--- config.mk ---
export PLATFORM = sky130hd
export DESIGN_NAME = button_gesture_controller_core
export DESIGN_NICKNAME = d
export VERILOG_FILES = /design/src/design/bgc_pkg.sv /design/src/design/bgc_cfg_regs.sv /design/src/design/bgc_gesture_core.sv /design/src/design/button_gesture_controller_core.sv
export SDC_FILE = /design/constraint.sdc
export NUM_CORES = 1
export LEC_CHECK = 0
export ABC_CLOCK_PERIOD_IN_PS = 8800
export CAP_MARGIN = 10
export CORE_UTILIZATION = 45
export CTS_CLUSTER_SIZE = 28
export DETAILED_ROUTE_END_ITERATION = 7
export DONT_BUFFER_PORTS = 1
export REMOVE_ABC_BUFFERS = 1
export SETUP_SLACK_MARGIN = 0.5
export SLEW_MARGIN = 20
export SYNTH_ARGS = -nofsm -noshare
export SYNTH_HDL_FRONTEND = slang
export SYNTH_SLANG_ARGS = --single-unit
export TNS_END_PERCENT = 100
--- constraint.sdc ---
create_clock -name aclk -period 8.8 [get_ports aclk]
set_input_delay 1.76 -clock aclk [delete_from_list [all_inputs] [get_ports aclk]]
set_output_delay 1.76 -clock aclk [all_outputs]
set_load 0.005 [all_outputs]
--- src/design/bgc_pkg.sv ---
// Shared types and constants for the button gesture controller.
package bgc_pkg;

    // Brightness limits of the ramp.
    localparam logic [7:0] BRIGHT_MIN = 8'd1;
    localparam logic [7:0] BRIGHT_MAX = 8'd255;

    // Gesture constants.
    localparam logic [2:0]  CLICKS_ENTER_RAINBOW = 3'd5;
    localparam logic [2:0]  CLICKS_LEAVE_RAINBOW = 3'd4;
    localparam logic [15:0] HOLD_SATURATE        = 16'hFFFF;
    localparam logic [7:0]  FRAME_INTERVAL_RESET = 8'd10;

    // Configuration register indexes.
    localparam int unsigned CFG_ADDR_W = 3;
    localparam int unsigned CFG_DATA_W = 16;
    localparam logic [CFG_ADDR_W-1:0] CFG_DEBOUNCE_TICKS    = 3'd0;
    localparam logic [CFG_ADDR_W-1:0] CFG_LONG_PRESS_TICKS  = 3'd1;
    localparam logic [CFG_ADDR_W-1:0] CFG_RAMP_INTERVAL     = 3'd2;
    localparam logic [CFG_ADDR_W-1:0] CFG_CLICK_TIMEOUT     = 3'd3;
    localparam logic [CFG_ADDR_W-1:0] CFG_SPEED_ADJUST      = 3'd4;
    localparam logic [CFG_ADDR_W-1:0] CFG_RAINBOW_FASTEST   = 3'd5;
    localparam logic [CFG_ADDR_W-1:0] CFG_RAINBOW_SLOWEST   = 3'd6;

    // Configuration reset values.
    localparam logic [7:0]  RST_DEBOUNCE_TICKS    = 8'd3;
    localparam logic [15:0] RST_LONG_PRESS_TICKS  = 16'd100;
    localparam logic [7:0]  RST_RAMP_INTERVAL     = 8'd2;
    localparam logic [7:0]  RST_CLICK_TIMEOUT     = 8'd40;
    localparam logic [7:0]  RST_SPEED_ADJUST      = 8'd10;
    localparam logic [7:0]  RST_RAINBOW_FASTEST   = 8'd2;
    localparam logic [7:0]  RST_RAINBOW_SLOWEST   = 8'd40;

    // Stream widths.
    localparam int unsigned S_TDATA_W = 8;
    localparam int unsigned M_TDATA_W = 32;

    // Current configuration as seen by the gesture logic.
    typedef struct packed {
        logic [7:0]  debounce_ticks;
        logic [15:0] long_press_ticks;
        logic [7:0]  ramp_interval_ticks;
        logic [7:0]  click_timeout_ticks;
        logic [7:0]  speed_adjust_ticks;
        logic [7:0]  rainbow_fastest;
        logic [7:0]  rainbow_slowest;
    } bgc_cfg_t;

    // One result item.
    typedef struct packed {
        logic [7:0] rainbow_period;
        logic       rainbow_on;
        logic [1:0] rainbow_steps;
        logic       apply_color;
        logic [2:0] color_advances;
        logic       save_request;
        logic       limit_hit;
        logic [7:0] brightness;
    } bgc_result_t;

endpackage

--- src/design/bgc_cfg_regs.sv ---
// Configuration register file of the button gesture controller.
module bgc_cfg_regs (
    input  logic                             aclk,
    input  logic                             aresetn,
    input  logic                             cfg_valid,
    output logic                             cfg_ready,
    input  logic [bgc_pkg::CFG_ADDR_W-1:0]   cfg_addr,
    input  logic [bgc_pkg::CFG_DATA_W-1:0]   cfg_wdata,
    output bgc_pkg::bgc_cfg_t                cfg
);

    bgc_pkg::bgc_cfg_t cfg_reg;
    bgc_pkg::bgc_cfg_t cfg_next;

    // Writes are always accepted.
    assign cfg_ready = 1'b1;
    assign cfg       = cfg_reg;

    // Decode the register index of a write transaction; unknown indexes are ignored.
    always_comb begin
        cfg_next = cfg_reg;
        if (cfg_valid) begin
            case (cfg_addr)
                bgc_pkg::CFG_DEBOUNCE_TICKS:    cfg_next.debounce_ticks      = cfg_wdata[7:0];
                bgc_pkg::CFG_LONG_PRESS_TICKS:  cfg_next.long_press_ticks    = cfg_wdata[15:0];
                bgc_pkg::CFG_RAMP_INTERVAL:     cfg_next.ramp_interval_ticks = cfg_wdata[7:0];
                bgc_pkg::CFG_CLICK_TIMEOUT:     cfg_next.click_timeout_ticks = cfg_wdata[7:0];
                bgc_pkg::CFG_SPEED_ADJUST:      cfg_next.speed_adjust_ticks  = cfg_wdata[7:0];
                bgc_pkg::CFG_RAINBOW_FASTEST:   cfg_next.rainbow_fastest     = cfg_wdata[7:0];
                bgc_pkg::CFG_RAINBOW_SLOWEST:   cfg_next.rainbow_slowest     = cfg_wdata[7:0];
                default: begin
                end
            endcase
        end
    end

    // Register storage with reset defaults.
    always_ff @(posedge aclk) begin
        if (!aresetn) begin
            cfg_reg.debounce_ticks      <= bgc_pkg::RST_DEBOUNCE_TICKS;
            cfg_reg.long_press_ticks    <= bgc_pkg::RST_LONG_PRESS_TICKS;
            cfg_reg.ramp_interval_ticks <= bgc_pkg::RST_RAMP_INTERVAL;
            cfg_reg.click_timeout_ticks <= bgc_pkg::RST_CLICK_TIMEOUT;
            cfg_reg.speed_adjust_ticks  <= bgc_pkg::RST_SPEED_ADJUST;
            cfg_reg.rainbow_fastest     <= bgc_pkg::RST_RAINBOW_FASTEST;
            cfg_reg.rainbow_slowest     <= bgc_pkg::RST_RAINBOW_SLOWEST;
        end else begin
            cfg_reg <= cfg_next;
        end
    end

endmodule

--- src/design/bgc_gesture_core.sv ---
// Gesture state and its single-pass update for one tick.
module bgc_gesture_core (
    input  logic                   aclk,
    input  logic                   aresetn,
    input  logic                   step_en,
    input  logic                   raw_key,
    input  bgc_pkg::bgc_cfg_t      cfg,
    output bgc_pkg::bgc_result_t   result
);

    typedef struct packed {
        logic [7:0]  debounce_count;
        logic        stable_level;
        logic [15:0] hold_count;
        logic        ramping;
        logic        ramp_rising;
        logic        ramp_stopped;
        logic [7:0]  ramp_divider;
        logic [2:0]  click_tally;
        logic [7:0]  click_idle;
        logic        rainbow_active;
        logic        speed_up_next;
        logic [7:0]  frame_interval;
        logic [7:0]  frame_divider;
        logic [7:0]  adjust_divider;
        logic [7:0]  level;
    } gesture_state_t;

    gesture_state_t state_reg;
    gesture_state_t state_next;

    logic       limit_hit;
    logic       save_request;
    logic [2:0] color_advances;
    logic       apply_color;
    logic [1:0] rainbow_steps;

    // Next state and event fields for the tick held in the input register.
    always_comb begin
        state_next     = state_reg;
        limit_hit      = 1'b0;
        save_request   = 1'b0;
        color_advances = 3'd0;
        apply_color    = 1'b0;
        rainbow_steps  = 2'd0;

        // Debounce: a changed level must persist before it is taken.
        if (raw_key != state_reg.stable_level) begin
            state_next.debounce_count = state_reg.debounce_count + 8'd1;
            if (state_next.debounce_count >= cfg.debounce_ticks) begin
                state_next.debounce_count = 8'd0;
                state_next.stable_level   = raw_key;
                if (!raw_key) begin
                    // Press edge.
                    state_next.hold_count     = 16'd0;
                    state_next.ramping        = 1'b0;
                    state_next.ramp_stopped   = 1'b0;
                    state_next.ramp_divider   = 8'd0;
                    state_next.adjust_divider = 8'd0;
                end else begin
                    // Release edge: end of a long press or a click.
                    if (state_reg.ramping) begin
                        if (state_reg.rainbow_active) begin
                            state_next.speed_up_next = ~state_reg.speed_up_next;
                        end else begin
                            save_request = 1'b1;
                        end
                    end else begin
                        state_next.click_tally = state_reg.click_tally + 3'd1;
                        state_next.click_idle  = 8'd0;
                        if (!state_reg.rainbow_active &&
                            state_next.click_tally >= bgc_pkg::CLICKS_ENTER_RAINBOW) begin
                            state_next.rainbow_active = 1'b1;
                            state_next.click_tally    = 3'd0;
                            state_next.frame_divider  = 8'd0;
                            rainbow_steps             = 2'd1;
                        end else if (state_reg.rainbow_active &&
                            state_next.click_tally >= bgc_pkg::CLICKS_LEAVE_RAINBOW) begin
                            state_next.rainbow_active = 1'b0;
                            state_next.click_tally    = 3'd0;
                            apply_color               = 1'b1;
                        end
                    end
                    state_next.ramping = 1'b0;
                end
            end
        end else begin
            state_next.debounce_count = 8'd0;
        end

        // Held button: long press detection, speed adjust or brightness ramp.
        if (!state_next.stable_level) begin
            if (state_next.hold_count < bgc_pkg::HOLD_SATURATE) begin
                state_next.hold_count = state_next.hold_count + 16'd1;
            end
            if (!state_next.ramping && state_next.hold_count >= cfg.long_press_ticks) begin
                state_next.click_tally = 3'd0;
                state_next.ramping     = 1'b1;
                if (!state_next.rainbow_active) begin
                    if (state_next.level >= bgc_pkg::BRIGHT_MAX) begin
                        state_next.ramp_rising = 1'b0;
                    end else if (state_next.level <= bgc_pkg::BRIGHT_MIN) begin
                        state_next.ramp_rising = 1'b1;
                    end
                end
            end else if (state_next.ramping && state_next.rainbow_active) begin
                state_next.adjust_divider = state_next.adjust_divider + 8'd1;
                if (state_next.adjust_divider >= cfg.speed_adjust_ticks) begin
                    state_next.adjust_divider = 8'd0;
                    if (state_next.speed_up_next &&
                        state_next.frame_interval > cfg.rainbow_fastest) begin
                        state_next.frame_interval = state_next.frame_interval - 8'd1;
                    end
                    if (!state_next.speed_up_next &&
                        state_next.frame_interval < cfg.rainbow_slowest) begin
                        state_next.frame_interval = state_next.frame_interval + 8'd1;
                    end
                end
            end else if (state_next.ramping && !state_next.ramp_stopped) begin
                state_next.ramp_divider = state_next.ramp_divider + 8'd1;
                if (state_next.ramp_divider >= cfg.ramp_interval_ticks) begin
                    state_next.ramp_divider = 8'd0;
                    if (state_next.ramp_rising) begin
                        if (state_next.level < bgc_pkg::BRIGHT_MAX) begin
                            state_next.level = state_next.level + 8'd1;
                        end
                        limit_hit = (state_next.level >= bgc_pkg::BRIGHT_MAX);
                    end else begin
                        if (state_next.level > bgc_pkg::BRIGHT_MIN) begin
                            state_next.level = state_next.level - 8'd1;
                        end
                        limit_hit = (state_next.level <= bgc_pkg::BRIGHT_MIN);
                    end
                    if (limit_hit) begin
                        state_next.ramp_rising  = ~state_next.ramp_rising;
                        state_next.ramp_stopped = 1'b1;
                    end
                end
            end
        end else if (state_next.click_tally != 3'd0) begin
            // Released with clicks pending: wait for the run to end.
            state_next.click_idle = state_next.click_idle + 8'd1;
            if (state_next.click_idle >= cfg.click_timeout_ticks) begin
                if (!state_next.rainbow_active) begin
                    color_advances = state_next.click_tally;
                    save_request   = 1'b1;
                end
                state_next.click_tally = 3'd0;
                state_next.click_idle  = 8'd0;
            end
        end

        // Rainbow frame pacing.
        if (state_next.rainbow_active) begin
            state_next.frame_divider = state_next.frame_divider + 8'd1;
            if (state_next.frame_divider >= state_next.frame_interval) begin
                state_next.frame_divider = 8'd0;
                rainbow_steps            = rainbow_steps + 2'd1;
            end
        end
    end

    // Result item for this tick.
    always_comb begin
        result.brightness     = state_next.level;
        result.limit_hit      = limit_hit;
        result.save_request   = save_request;
        result.color_advances = color_advances;
        result.apply_color    = apply_color;
        result.rainbow_steps  = rainbow_steps;
        result.rainbow_on     = state_next.rainbow_active;
        result.rainbow_period = state_next.frame_interval;
    end

    // State registers, updated once per processed tick.
    always_ff @(posedge aclk) begin
        if (!aresetn) begin
            state_reg.debounce_count <= 8'd0;
            state_reg.stable_level   <= 1'b1;
            state_reg.hold_count     <= 16'd0;
            state_reg.ramping        <= 1'b0;
            state_reg.ramp_rising    <= 1'b0;
            state_reg.ramp_stopped   <= 1'b0;
            state_reg.ramp_divider   <= 8'd0;
            state_reg.click_tally    <= 3'd0;
            state_reg.click_idle     <= 8'd0;
            state_reg.rainbow_active <= 1'b0;
            state_reg.speed_up_next  <= 1'b1;
            state_reg.frame_interval <= bgc_pkg::FRAME_INTERVAL_RESET;
            state_reg.frame_divider  <= 8'd0;
            state_reg.adjust_divider <= 8'd0;
            state_reg.level          <= bgc_pkg::BRIGHT_MAX;
        end else if (step_en) begin
            state_reg <= state_next;
        end
    end

endmodule

--- src/design/button_gesture_controller_core.sv ---
// Top level of the button gesture controller: stream ports, input and result registers.
//
// The block takes one sampled button level per transaction and returns exactly one
// result transaction for it. It sustains one item per clock cycle while the result
// stream is not stalled; an item is held in the input register and is then offered
// from the result register, and the whole debounce, gesture and pacing update is one
// pass of logic from the registered input to the gesture state. A result that is not
// taken holds in the result register while one further item waits in the input
// register. Configuration writes are always accepted and should be made while no
// item is in flight. No clearing pass follows reset.
module button_gesture_controller_core (
    input  logic                                 aclk,
    input  logic                                 aresetn,
    // Input stream: tdata[0] raw_key, tdata[7:1] zero.
    input  logic                                 s_tvalid,
    output logic                                 s_tready,
    input  logic [bgc_pkg::S_TDATA_W-1:0]        s_tdata,
    // Result stream: tdata[7:0] brightness, [8] limit_hit, [9] save_request,
    // [12:10] color_advances, [13] apply_color, [15:14] rainbow_steps,
    // [16] rainbow_on, [24:17] rainbow_period, [31:25] zero.
    output logic                                 m_tvalid,
    input  logic                                 m_tready,
    output logic [bgc_pkg::M_TDATA_W-1:0]        m_tdata,
    // Configuration write channel.
    input  logic                                 cfg_valid,
    output logic                                 cfg_ready,
    input  logic [bgc_pkg::CFG_ADDR_W-1:0]       cfg_addr,
    input  logic [bgc_pkg::CFG_DATA_W-1:0]       cfg_wdata
);

    localparam int unsigned RESULT_W = $bits(bgc_pkg::bgc_result_t);

    bgc_pkg::bgc_cfg_t    cfg;
    bgc_pkg::bgc_result_t result;

    logic                 in_valid_reg;
    logic                 in_valid_next;
    logic                 in_raw_reg;
    logic                 out_valid_reg;
    logic                 out_valid_next;
    bgc_pkg::bgc_result_t out_result_reg;
    logic                 advance;

    bgc_cfg_regs u_cfg (
        .aclk      (aclk),
        .aresetn   (aresetn),
        .cfg_valid (cfg_valid),
        .cfg_ready (cfg_ready),
        .cfg_addr  (cfg_addr),
        .cfg_wdata (cfg_wdata),
        .cfg       (cfg)
    );

    bgc_gesture_core u_core (
        .aclk    (aclk),
        .aresetn (aresetn),
        .step_en (advance),
        .raw_key (in_raw_reg),
        .cfg     (cfg),
        .result  (result)
    );

    // Flow control: the held item moves on when the result register is free or drains.
    assign advance  = in_valid_reg && (!out_valid_reg || m_tready);
    assign s_tready = !in_valid_reg || advance;

    always_comb begin
        in_valid_next = in_valid_reg;
        if (s_tvalid && s_tready) begin
            in_valid_next = 1'b1;
        end else if (advance) begin
            in_valid_next = 1'b0;
        end
        out_valid_next = out_valid_reg;
        if (advance) begin
            out_valid_next = 1'b1;
        end else if (m_tready) begin
            out_valid_next = 1'b0;
        end
    end

    // Control registers.
    always_ff @(posedge aclk) begin
        if (!aresetn) begin
            in_valid_reg  <= 1'b0;
            out_valid_reg <= 1'b0;
        end else begin
            in_valid_reg  <= in_valid_next;
            out_valid_reg <= out_valid_next;
        end
    end

    // Payload registers.
    always_ff @(posedge aclk) begin
        if (s_tvalid && s_tready) begin
            in_raw_reg <= s_tdata[0];
        end
        if (advance) begin
            out_result_reg <= result;
        end
    end

    assign m_tvalid = out_valid_reg;
    assign m_tdata  = {{(bgc_pkg::M_TDATA_W - RESULT_W){1'b0}}, out_result_reg};

endmodule

* Word-level counts from Yosys, hierarchy flattened
Cells that the tools add are included.
** Word-level totals
- Register bits :: 173
- Bits of input ports :: 32
- Logic and storage cells :: 217
** Operators by class
- $add $sub $neg :: 12
- Magnitude comparators :: 17
- Eq/ne operators :: 10
- Muxes and demuxes :: 100
- Bitwise operators :: 10
- Reduce and logical (&&, ||, !) cells :: 35
** Operators with widths (count)
- $mux W8 :: 38
- $mux W16 :: 7
- $add A8 B1 Y8 const B :: 7
- $mux W22 :: 2
- $ge A8 B8 Y1 :: 5
- $mux W1 :: 30
- $mux W10 :: 3
- $mux W27 :: 1
- $mux W26 :: 1
- $mux W11 :: 2
- $mux W18 :: 1
- $mux W9 :: 2
- $add A16 B1 Y16 const B :: 1
- $ge A16 B16 Y1 :: 1
- $ge A8 B8 Y1 const B :: 2
- $le A8 B1 Y1 const B :: 2
- $lt A16 B16 Y1 const B :: 1
- $sub A8 B1 Y8 const B :: 2
- $mux W2 :: 7
- $reduce_and A2 Y1 :: 7
- $mux W13 :: 1
- $mux W12 :: 1
- $mux W3 :: 4
- $not A1 Y1 :: 10
- other kinds (23) :: 46

* Depth between registers and ports, before layout
Gate-level depths: netlist of run 1.
- Depth after elaboration :: 29
- Gate-level depth with buffers :: 35
- Gate-level depth less buffers :: 33

* By module
From an unflattened synthesis of run 1, not the netlist that was laid out.
** Unflattened totals
- Cell total of the unflattened synthesis :: 1372
- Area total of the unflattened synthesis :: 11463.5 µm²
** Modules (own cells, without submodules)
- bgc_gesture_core :: times used 1, cells each 1088, area each 8055.2 µm², sequential area each 1621.6 µm²
- bgc_cfg_regs :: times used 1, cells each 241, area each 2467.4 µm², sequential area each 1281.2 µm²
- button_gesture_controller_core :: times used 1, cells each 43, area each 940.9 µm², sequential area each 820.8 µm²

* Worst setup path before layout of run 1
No wires, ideal clock.
- Path kind :: flip-flop to flip-flop
- Start :: register u_core.state_reg[73] (netlist bit)
- End :: register out_result_reg, in the netlist m_tdata[14], data pin
- Library setup time :: 0.264 ns
- Arrival :: 6.934 ns
- Data required time :: 8.536 ns
- Setup slack :: 1.603 ns
- Stages on the path, launching flop included :: 34
- Period minus slack after synthesis :: 7.197 ns
- Cell sequence :: dfxtp_1 -> ha_1 -> nand3_1 -> nor2_1 -> xor2_1 -> ha_1 -> a21o_1 -> a21oi_2 -> o21a_1 -> nand3_1 -> and2_4 -> or2_4 -> or3_1 -> xor2_1 -> inv_1 -> ha_1 -> a21o_1 -> a21o_1 -> a21oi_1 -> and3_1 -> clkbuf_1 -> a21boi_1 -> mux2_2 -> mux2i_1 -> ha_1 -> a21o_1 -> a21o_1 -> a21o_1 -> a21o_1 -> a21oi_1 -> nor2_1 -> a211oi_1 -> nor2b_1 -> nor3_1
** RTL lines
- from (decl) :: line bgc_gesture_core.sv:29 : gesture_state_t state_reg;
- from (signal assigned) :: line bgc_gesture_core.sv:194 : state_reg <= state_next;
- to (signal assigned) :: line button_gesture_controller_core.sv:99 : out_result_reg <= result;
- to (decl) :: line button_gesture_controller_core.sv:41 : bgc_pkg::bgc_result_t out_result_reg;

==> results by group, run 1 <==
Setup path
  • Critical path class: reg2reg
  • CP startpoint kind: flop
  • Slowest CP cell: a21boi_1
  • WP data arrival: just under 8 ns
  • Crit path capture type: flop
  • Most used cell, CP: a21o_1
  • CP Data Required Time: between 8 and 9 ns
  • CP max stage delay: 0.44 ns
  • Worst-path maximum fanout: 10

Global routing
  • Met1 Usage GRT: 0.314
  • Total GRT Usage: 0.231
  • Largest net degree at the start of global routing: 64
  • Vias in the first global route: around 8.6k
  • Met2 usage: 0.378
  • First-pass GRT wire length: between 40000 and 50000 um
  • Global route overflow: 0
  • Initial antenna violation count: 0
  • GRT busiest layer: met2
  • M3 GR Usage: 0.0366

STA
  • Unrepaired setup endpoints after global routing: false
  • Pins Over Slew Limit: 0
  • Fmax: approximately 130 MHz
  • Fin crit period: between 7 and 8 ns
  • Setup Viol. Count Final: 0
  • Final period util: 0.863
  • Slew @ Worst Pin: about 1 ns
  • Final hold violation count: 0
  • Setup TNS: 0 ns
  • Worst Skew: roughly 0.012 ns
  • Slew HR: 0.323

Die
  • Die Y: around 160 um
  • Core ar.: 23500 um2
  • DIE AREA: around 25000 um2
  • Starting density of the core: 0.460
  • Die width: between 150 and 200 um
  • Standard-cell row count: 56
  • I/O pin count: 67

Clock network
  • CTS H-tree lvls: 4
  • Cts hold-fix bufs: 0
  • Clock Pin Slew Worst Setup and Hold Paths: roughly 0.070 ns
  • Setup Buffers After CTS: 0
  • Clock buffer depth: 2
  • Sink Count: roughly 170
  • Worst-Skew Late Latency: 0.44 ns
  • Clock root buffer master: clkbuf_16
  • TritonCTS buffer count: 17
  • TritonCTS clock tree: yes
  • Resize count post-CTS: 0

Synth
  • Mapped Area: ~11000 um2
  • Ys async rst share: 0
  • Synth Flop Type: dfxtp_1
  • Yosys warnings: 0
  • Synth unique cells: 81
  • Syn avg cell area: around 7.9 um2
  • Synthesis-stage register bit count: between 150 and 200
  • Seq/Total Area, Yosys: 0.344
  • Mapped Cells: ~1.4k
  • Post-synth EDFFs: 26

Detailed routing
  • Via-to-Cell Ratio: between 5 and 6
  • Detail Route Antenna Nets: 0
  • DR pass1 iterations: 5
  • Total number of vias: 9287
  • # DRC: 0
  • Starting DRT DRC Count: between 600 and 700
  • DRT Wirelength: approximately 27000 um
  • Wire per inst: between 15 and 20 um

Finish
  • Max reg flops: 81
  • Share of cells above drive strength 1: 0.0587
  • Area delta synth->final: 7.63%
  • Fillers: 2331
  • Final #Nets: between 1k and 1.5k
  • FF/Latch Area: around 3700 um2
  • Antenna fix cells: 0
  • Final Core Density: 0.495
  • Area taken by multi-input logic gates: between 6000 and 7000 um2

Pwr
  • PD cells: approximately 150 nW/um2
  • Leak: about 0.0045 uW
  • Maximum vdd drop: 0.112 mV

Placement
  • Port bufs: 0
  • Routability Congestion: between 0.8 and 0.9
  • Hpwl dp: ~19000 um

Outcome
  • Outcome: completed

Job
  • Number of max-cap violations: 0

Hold path
  • HP Class: reg2reg
report_power, final:
| group | internal (uW) | switching, uW |
|---|---|---|
| Sequential | 813 | 7.57 |
| Combinational | 29.9 | 67.3 |
| Clock | 457 | 353 |
| Total | 1300 | 428 |
Yosys cell counts (4+ instances only):
master    count  area [um2]
nor3_1       23         115
and2_1       14        87.6
or4_1         4        30.0
clkbuf_1     53         199
nand3_1      79         395
edfxtp_1     26         781
o21ai_0      48         240
buf_1         6        22.5
dfxtp_1     147        2940
nor4_1        9        56.3
xor2_1       34         298
a22oi_1      18         135
or3_1        10        62.6
a31oi_1       9        56.3
and3_1       23         144
nand2b_1     14        87.6
a21o_1       20         150
o21a_1        6        45.0
buf_4         8        60.1
nand2_1     218         818
nor2b_1      16         100
a21oi_2       4        35.0
ha_1         84        1050
a211oi_1      7        52.6
mux2i_1       9        90.1
o211ai_1     21         158
nor2_1      110         413
nand4_1      22         138
xnor2_1      34         298
a21oi_1     118         591
inv_1        76         285
mux2_2       11         124
a22o_1       11        96.3
through the flow:
stage	worst slack [ns]	hold WS, ns	std cells	cell area (um2)	power, uW
after floorplan	1.69	0.436	1301	10600	906
after global placement	1.35	0.443	1633	11100	934
after detailed placement	1.37	0.447	1633	11100	935
after CTS	1.25	0.456	1665	11700	1740
after global routing	0.720	0.471	1665	11700	1790
final	1.21	0.454	1665	11700	1730
area by class of cell:
cell class,count,area share
multi-input combinational,1049,0.560
sequential,173,0.319
clock buffer,22,0.0417
tap,319,0.0342
inverter,79,0.0255
clock inverter,10,0.0105
timing repair buffer,13,0.00837
worst paths after layout:
check / start / endpoint / slack (ns) / depth (start not counted)
setup / recovery: u_core.state_reg[73] / m_tdata[14] / 1.21 / 33
hold / removal: u_cfg.cfg[47] / u_cfg.cfg[47] / 0.45 / 2
setup reg to reg: u_core.state_reg[73] / m_tdata[14] / 1.21 / 33
hold reg to reg: u_cfg.cfg[47] / u_cfg.cfg[47] / 0.45 / 2
layout by cell type, fill, tap and decap left out, types with 4 or more instances in the layout:
cell type / n
a211oi_1: 7
a31oi_1: 9
or4_1: 4
a21oi_1: 118
xnor2_1: 34
ha_1: 84
nand3_1: 79
clkbuf_16: 19
nor3_1: 23
nand4_1: 22
conb_1: 8
mux2i_1: 9
o21ai_0: 48
nor4_1: 9
inv_1: 76
nor2b_1: 16
a21o_1: 20
mux2_2: 11
dfxtp_1: 147
buf_4: 13
and3_1: 23
o211ai_1: 21
and2_1: 14
o21a_1: 6
xor2_1: 34
nor2_1: 110
edfxtp_1: 26
a22o_1: 11
nand2_1: 218
nand2b_1: 14
or3_1: 10
a22oi_1: 18
a21oi_2: 4
worst max-delay path, delay by kind of cell (launching register included):
family                     cells  cell delay, ns
buffers and inverters          2            0.31
xor gates and xnor gates       2            0.51
DFF                            1            0.42
AOI/OAI and AO/OA             13            2.63
muxes                          2            0.55
adders and majority gates      4            0.95
and+or+nand+nor               10            1.96
kinds of logic after synthesis:
group                    after synthesis  synth area share
adder cells (fa/ha/maj)               84            0.0970
flip-flops                           173             0.344
AO/OA/AOI/OAI                        308             0.186
buffers and inverters                149            0.0553
XOR/XNOR                              69            0.0565
other                                  2          0.000693
AND/OR/NAND/NOR                      559             0.240
multiplexers                          21            0.0210
metal layers:
metal,vias up,wire length [um]
li1,4707,-
met1,4331,13200
met2,225,12400
met3,24,1390
met4,0,401
met5,-,0
No activity file was read; power rests on OpenSTA's default activity.
==> run 2, diff against run 1 <==
--- a/config.mk
+++ b/config.mk
@@ -6,11 +6,12 @@
 export NUM_CORES = 1
 export LEC_CHECK = 0
 export ABC_CLOCK_PERIOD_IN_PS = 8800
+export BUFFER_PORTS_ARGS = -buffer_cell sky130_fd_sc_hd__buf_4
 export CAP_MARGIN = 10
-export CORE_UTILIZATION = 45
+export CORE_MARGIN = 1
+export CORE_UTILIZATION = 35
 export CTS_CLUSTER_SIZE = 28
 export DETAILED_ROUTE_END_ITERATION = 7
-export DONT_BUFFER_PORTS = 1
 export REMOVE_ABC_BUFFERS = 1
 export SETUP_SLACK_MARGIN = 0.5
 export SLEW_MARGIN = 20
==> results by group, run 2 (synthesis results as in run 1) <==
STA
  • Fin crit period: 7.62 ns (+0.0287 ns)
  • Setup TNS: 0 ns (unchanged)
  • Slew @ Worst Pin: 0.983 ns (-0.0253 ns)
  • Slew HR: 0.340 (+0.0170)
  • Final hold violation count: 0 (unchanged)
  • Final period util: 0.866 (+0.00326)
  • Fmax: 131 MHz (-0.38%)
  • Worst Skew: 0.0152 ns (+0.00312 ns)
  • Setup Viol. Count Final: 0 (unchanged)
  • Unrepaired setup endpoints after global routing: false
  • Pins Over Slew Limit: 0 (unchanged)

Setup path
  • CP max stage delay: 0.43 ns (about the same)
  • CP startpoint kind: flop
  • Critical path buffers and inverters: 2 (unchanged)
  • Slowest CP cell: a21boi_1
  • WP data arrival: 7.80 ns (+0.02 ns)
  • Largest delay contributor family on the critical path: compound AO/OA/AOI/OAI gates
  • Critical path class: reg2reg
  • CP Data Required Time: 8.97 ns (about the same)
  • Most used cell, CP: a21o_1
  • Worst-path maximum fanout: 10 (unchanged)
  • Crit path capture type: flop

Detailed routing
  • Detail Route Antenna Nets: 0 (unchanged)
  • Starting DRT DRC Count: 811 (+19%)
  • # DRC: 0 (unchanged)
  • Total number of vias: 9454 (+1.8%)
  • Via-to-Cell Ratio: 5.28 (-5.3%)
  • DRT Wirelength: 28000 um (+2.0%)
  • DR pass1 iterations: 5 (unchanged)
  • Wire per inst: 15.6 um (-5.1%)

Job
  • Number of max-cap violations: 0 (unchanged)

Die
  • Standard-cell row count: 64 (+14%)
  • I/O pin count: 67 (unchanged)
  • Starting density of the core: 0.355 (-0.105)
  • DIE AREA: 31700 um2 (+28%)
  • Die width: 178 um (+13%)
  • Core ar.: 30500 um2 (+30%)
  • Die Y: 178 um (+13%)

Finish
  • Fin area: 12100 um2 (+3.9%)
  • Area delta synth->final: 11.8%
  • Area taken by multi-input logic gates: 6540 um2 (+0.11%)
  • Max reg flops: 81 (unchanged)
  • Share of cells above drive strength 1: 0.0926 (+0.0339)
  • Commonest non-fill, non-tap cell in the layout: nand2_1
  • Final #Nets: 1498 (+3.4%)
  • Antenna fix cells: 0 (unchanged)
  • Most frequent cells in the layout: nand2_1 (218), dfxtp_1 (147), a21oi_1 (118)
  • Fillers: 3113 (+34%)
  • FF/Latch Area: 3720 um2 (unchanged)

Clock network
  • Worst-Skew Late Latency: 0.44 ns (about the same)
  • Clock buffer depth: 2 (unchanged)
  • Cts hold-fix bufs: 0 (unchanged)
  • CTS H-tree lvls: 4 (unchanged)
  • Resize count post-CTS: 0 (unchanged)
  • Sink Count: 173 (unchanged)
  • TritonCTS buffer count: 17 (unchanged)
  • TritonCTS clock tree: yes
  • Clock Pin Slew Worst Setup and Hold Paths: 0.07 ns (about the same)
  • Setup Buffers After CTS: 0 (unchanged)
  • Clock root buffer master: clkbuf_16

Outcome
  • Outcome: completed

Placement
  • Hpwl dp: 19500 um (+3.0%)
  • Placed Area: 11500 um2 (+4.2%)
  • Port bufs: 51 (+51)
  • Routability Congestion: 0.870 (+0.25%)

Global routing
  • Met2 usage: 0.299 (-0.0787)
  • Vias in the first global route: 8931 (+3.6%)
  • Largest net degree at the start of global routing: 68 (+6.3%)
  • Initial antenna violation count: 0 (unchanged)
  • GRT busiest layer: met2
  • Total GRT Usage: 0.184 (-0.0474)
  • M3 GR Usage: 0.0268 (-0.00984)
  • Met1 Usage GRT: 0.252 (-0.0613)
  • First-pass GRT wire length: 46300 um (+3.4%)
  • Global route overflow: 0 (unchanged)

Pwr
  • Combinational share of power: 0.072 (+0.016)
  • Sw Pwr: 432 uW (+0.96%)
  • Leak: 0.00467 uW (+4.8%)
  • Maximum vdd drop: 0.126 mV (+12%)
  • PD cells: 143 nW/um2 (-3.5%)
  • Switch share: 0.249 (+0.00162)
  • Tot Pwr: 1730 uW (+0.31%)
  • Share of power burned in the clock network: 0.455 (-0.014)
  • Reg power frac: 0.473 (-0.002)
  • Total internal power: 1300 uW (about the same)

Hold path
  • HP Class: reg2reg
run 2: changes by cell type in the layout (fill, tap and decap cells not counted), sizes merged:
cell,change
buf,+49
inv,-4
clkbuf,-4
bufinv,+1
clkinv,+5
run 2: routing by layer:
| layer | vias to the layer above | share of wire |
|---|---|---|
| met2 | 222 | 0.46 |
| met3 | 19 | 0.042 |
| met1 | 4401 | 0.49 |
| met5 | - | 0 |
| met4 | 0 | 0.0087 |
| li1 | 4812 | - |
run 2: final timing paths:
| kind | end | depth (start not counted) | start | slack (ns) |
|---|---|---|---|---|
| worst min register to register | u_cfg.cfg[13] | 2 | u_cfg.cfg[13] | 0.45 |
| worst max-delay path | m_tdata[14] | 33 | u_core.state_reg[73] | 1.18 |
| worst max register to register | m_tdata[14] | 33 | u_core.state_reg[73] | 1.18 |
| worst min-delay path | u_cfg.cfg[13] | 2 | u_cfg.cfg[13] | 0.45 |
run 2: final cells by class:
class | instances | share of cell area
flip-flops and latches | 173 | 0.307
repair buffers | 62 | 0.0384
inverters | 79 | 0.0246
clock inverters | 12 | 0.0135
clock buffers | 18 | 0.0354
multi-input cells | 1049 | 0.540
well taps | 396 | 0.0409
run 2: power by group through the flow:
stage / combinational, uW / sequential (uW) / clock (uW)
CTS: 124 / 820 / 803
global route: 138 / 821 / 835
floorplan: 69.1 / 836 / 0
finish: 124 / 820 / 789
detailed placement: 124 / 838 / 0
global placement: 122 / 837 / 0
run 2: stage by stage:
step,hold WS (ns),utilization,setup WS (ns),std cells
floorplan,0.436,-,1.69,1301
global placement,0.443,0.378,1.30,1759
detailed placement,0.448,0.378,1.25,1759
CTS,0.457,0.397,1.18,1789
global route,0.472,0.397,0.512,1789
finish,0.454,0.397,1.18,1789
run 2: worst register-to-register path, delay by kind of cell (launching register included):
family          cells  cell delay (ns)
compound gates     13             2.66
simple gates       10             1.98
flops               1             0.41
fa+ha+maj           4             0.94
buf+inv             2             0.30
xor+xnor            2             0.54
mux                 2             0.56
==> run 3, diff against run 2 <==
--- a/config.mk
+++ b/config.mk
@@ -8,10 +8,13 @@
 export ABC_CLOCK_PERIOD_IN_PS = 8800
 export BUFFER_PORTS_ARGS = -buffer_cell sky130_fd_sc_hd__buf_4
 export CAP_MARGIN = 10
+export CELL_PAD_IN_SITES_DETAIL_PLACEMENT = 1
+export CELL_PAD_IN_SITES_GLOBAL_PLACEMENT = 1
 export CORE_MARGIN = 1
 export CORE_UTILIZATION = 35
 export CTS_CLUSTER_SIZE = 28
 export DETAILED_ROUTE_END_ITERATION = 7
+export PLACE_DENSITY_LB_ADDON = 0.1
 export REMOVE_ABC_BUFFERS = 1
 export SETUP_SLACK_MARGIN = 0.5
 export SLEW_MARGIN = 20
==> results by group, run 3 (synthesis results as in run 1) <==
Outcome
  • Outcome: completed

STA
  • Slew HR: 0.315 (-0.0249)
  • Fin crit period: 7.61 ns (-0.0110 ns)
  • Pins Over Slew Limit: 0 (unchanged)
  • Slew @ Worst Pin: 1.02 ns (+0.0371 ns)
  • Final period util: 0.865 (-0.00125)
  • Setup Viol. Count Final: 0 (unchanged)
  • Setup TNS: 0 ns (unchanged)
  • Final hold violation count: 0 (unchanged)
  • Worst Skew: 0.0137 ns (-0.00153 ns)
  • Unrepaired setup endpoints after global routing: false
  • Final Worst Setup Slack: 1.19 ns (+0.0110 ns)
  • Fmax: 131 MHz (+0.14%)

Detailed routing
  • Detail Route Antenna Nets: 0 (unchanged)
  • Starting DRT DRC Count: 478 (-41%)
  • DR pass1 iterations: 4 (-1)
  • DRT Wirelength: 32300 um (+15%)
  • Total number of vias: 9543 (+0.94%)
  • Via-to-Cell Ratio: 5.33 (+0.77%)
  • # DRC: 0 (unchanged)
  • Wire per inst: 18.0 um (+15%)

Setup path
  • R2r setup slk: 1.19 ns (about the same)
  • WP data arrival: 7.80 ns (about the same)
  • Worst-path maximum fanout: 10 (unchanged)
  • Critical path buffers and inverters: 2 (unchanged)
  • CP startpoint kind: flop
  • Largest delay contributor family on the critical path: compound AO/OA/AOI/OAI gates
  • CP Data Required Time: 8.99 ns (+0.02 ns)
  • Most used cell, CP: a21o_1
  • Worst reg2reg endpoint: m_tdata[14]
  • Crit path capture type: flop
  • FF-to-FF Start: u_core.state_reg[73]
  • Slowest CP cell: dfxtp_1
  • CP max stage delay: 0.42 ns (about the same)
  • R2R depth: 33 (unchanged)
  • Critical path class: reg2reg

Pwr
  • Tot Pwr: 1740 uW (+0.45%)
  • PD cells: 144 nW/um2 (+0.39%)
  • Maximum vdd drop: 0.123 mV (-2.3%)
  • Leak: 0.00468 uW (+0.30%)

Die
  • Die width: 178 um (unchanged)
  • I/O pin count: 67 (unchanged)
  • Core ar.: 30500 um2 (unchanged)
  • Starting density of the core: 0.355 (unchanged)
  • DIE AREA: 31700 um2 (unchanged)
  • Standard-cell row count: 64 (unchanged)
  • Die Y: 178 um (unchanged)

Clock network
  • Worst-Skew Late Latency: 0.46 ns (+0.02 ns)
  • Setup Buffers After CTS: 0 (unchanged)
  • Clock Pin Slew Worst Setup and Hold Paths: 0.08 ns (about the same)
  • TritonCTS buffer count: 17 (unchanged)
  • TritonCTS clock tree: yes
  • CTS H-tree lvls: 4 (unchanged)
  • Clock buffer depth: 2 (unchanged)
  • Clock root buffer master: clkbuf_16
  • Sink Count: 173 (unchanged)

Finish
  • Final Core Density: 0.397 (about the same)
  • Max reg flops: 81 (unchanged)
  • Area delta synth->final: 11.9% (about the same)
  • Share of cells above drive strength 1: 0.0953 (+0.00267)
  • Layout Cells excl Fill: 1792 (+0.17%)
  • Most frequent cells in the layout: nand2_1 (218), dfxtp_1 (147), a21oi_1 (118)
  • Commonest non-fill, non-tap cell in the layout: nand2_1
  • Antenna fix cells: 0 (unchanged)
  • Final #Nets: 1499 (+0.067%)

Placement
  • Placed cells: 1760 (+0.057%)
  • Port bufs: 51 (unchanged)
  • Pre-CTS WS: 1.03 ns (-0.227 ns)
  • Routability Congestion: 0.813 (-6.5%)
  • Hpwl dp: 22800 um (+17%)

Hold path
  • Hold Crit Endpoint: u_cfg.cfg[31]
  • Worst min-delay path startpoint: u_cfg.cfg[31]
  • HP Class: reg2reg
  • Worst hold stages: 2 (unchanged)

Job
  • Number of max-cap violations: 0 (unchanged)

Global routing
  • First-pass GRT wire length: 52500 um (+13%)
  • Global route overflow: 0 (unchanged)
  • Vias in the first global route: 9705 (+8.7%)
  • Largest net degree at the start of global routing: 59 (-13%)
  • Total GRT Usage: 0.214 (+0.0303)
  • Initial antenna violation count: 0 (unchanged)
-- run 3: cell types whose count changed in the layout (fill, tap and decap cells not counted), sizes merged --
cell      before  now
bufinv         3    1
clkinvlp       2    1
inv           80   87
clkinv         6    5
buf           62   63
clkbuf        18   17
-- run 3: report_power, final --
part,switching (uW),internal [uW]
combinational,87.2,40.7
sequential,7.41,812
clock,386,407
-- run 3: layer usage --
metal	vias up	wire [um]	GRT usage	part of all wire
li1	4811	-	-	-
met4	0	318	0.0477	0.0099
met2	97	15500	0.373	0.48
met5	-	0	0	0
met1	4609	15800	0.277	0.49
met3	26	671	0.0306	0.021
-- run 3: worst max path at each step --
| stage | start | endpoint | slack (ns) | cells after the start |
|---|---|---|---|---|
| 6_report | u_core.state_reg[73] | m_tdata[14] | 1.19 | 33 |
| 5_1_grt | u_core.state_reg[73] | m_tdata[14] | 0.61 | 33 |
| 4_1_cts | u_core.state_reg[73] | m_tdata[14] | 1.01 | 33 |
| 3_5_place_dp | u_core.state_reg[73] | m_tdata[14] | 1.03 | 33 |
| 3_3_place_gp | u_core.state_reg[73] | m_tdata[14] | 1.21 | 33 |
| 2_1_floorplan | u_core.state_reg[73] | m_tdata[14] | 1.69 | 32 |
-- run 3: layout make-up --
cell class                      instances  area, um2
Inverter                               79        298
Multi-Input combinational cell       1049       6540
Fill cell                            3675      18400
Tap cell                              396        495
Clock buffer                           17        425
Timing Repair Buffer                   63        473
Sequential cell                       173       3720
Clock inverter                         15        171
-- run 3: what timing repair did --
item | in CTS | in global routing
resized for setup | 0 | 1
endpoints found under the setup margin | 0 | 1
hold buffers | 0 | 0
-- run 3: tightest hold or removal path, delay by kind of cell (launching register included) --
kind,cells,cell delay [ns]
AO/OA/AOI/OAI,1,0.05
flip-flops,1,0.31
AND/OR/NAND/NOR,1,0.05
-- run 3: metrics by stage --
stage / hold slack (ns) / cell area, um2
3_5_place_dp: 0.447 / 11500
3_3_place_gp: 0.443 / 11500
5_1_grt: 0.473 / 12100
6_report: 0.455 / 12100
4_1_cts: 0.457 / 12100
2_1_floorplan: 0.436 / 10600
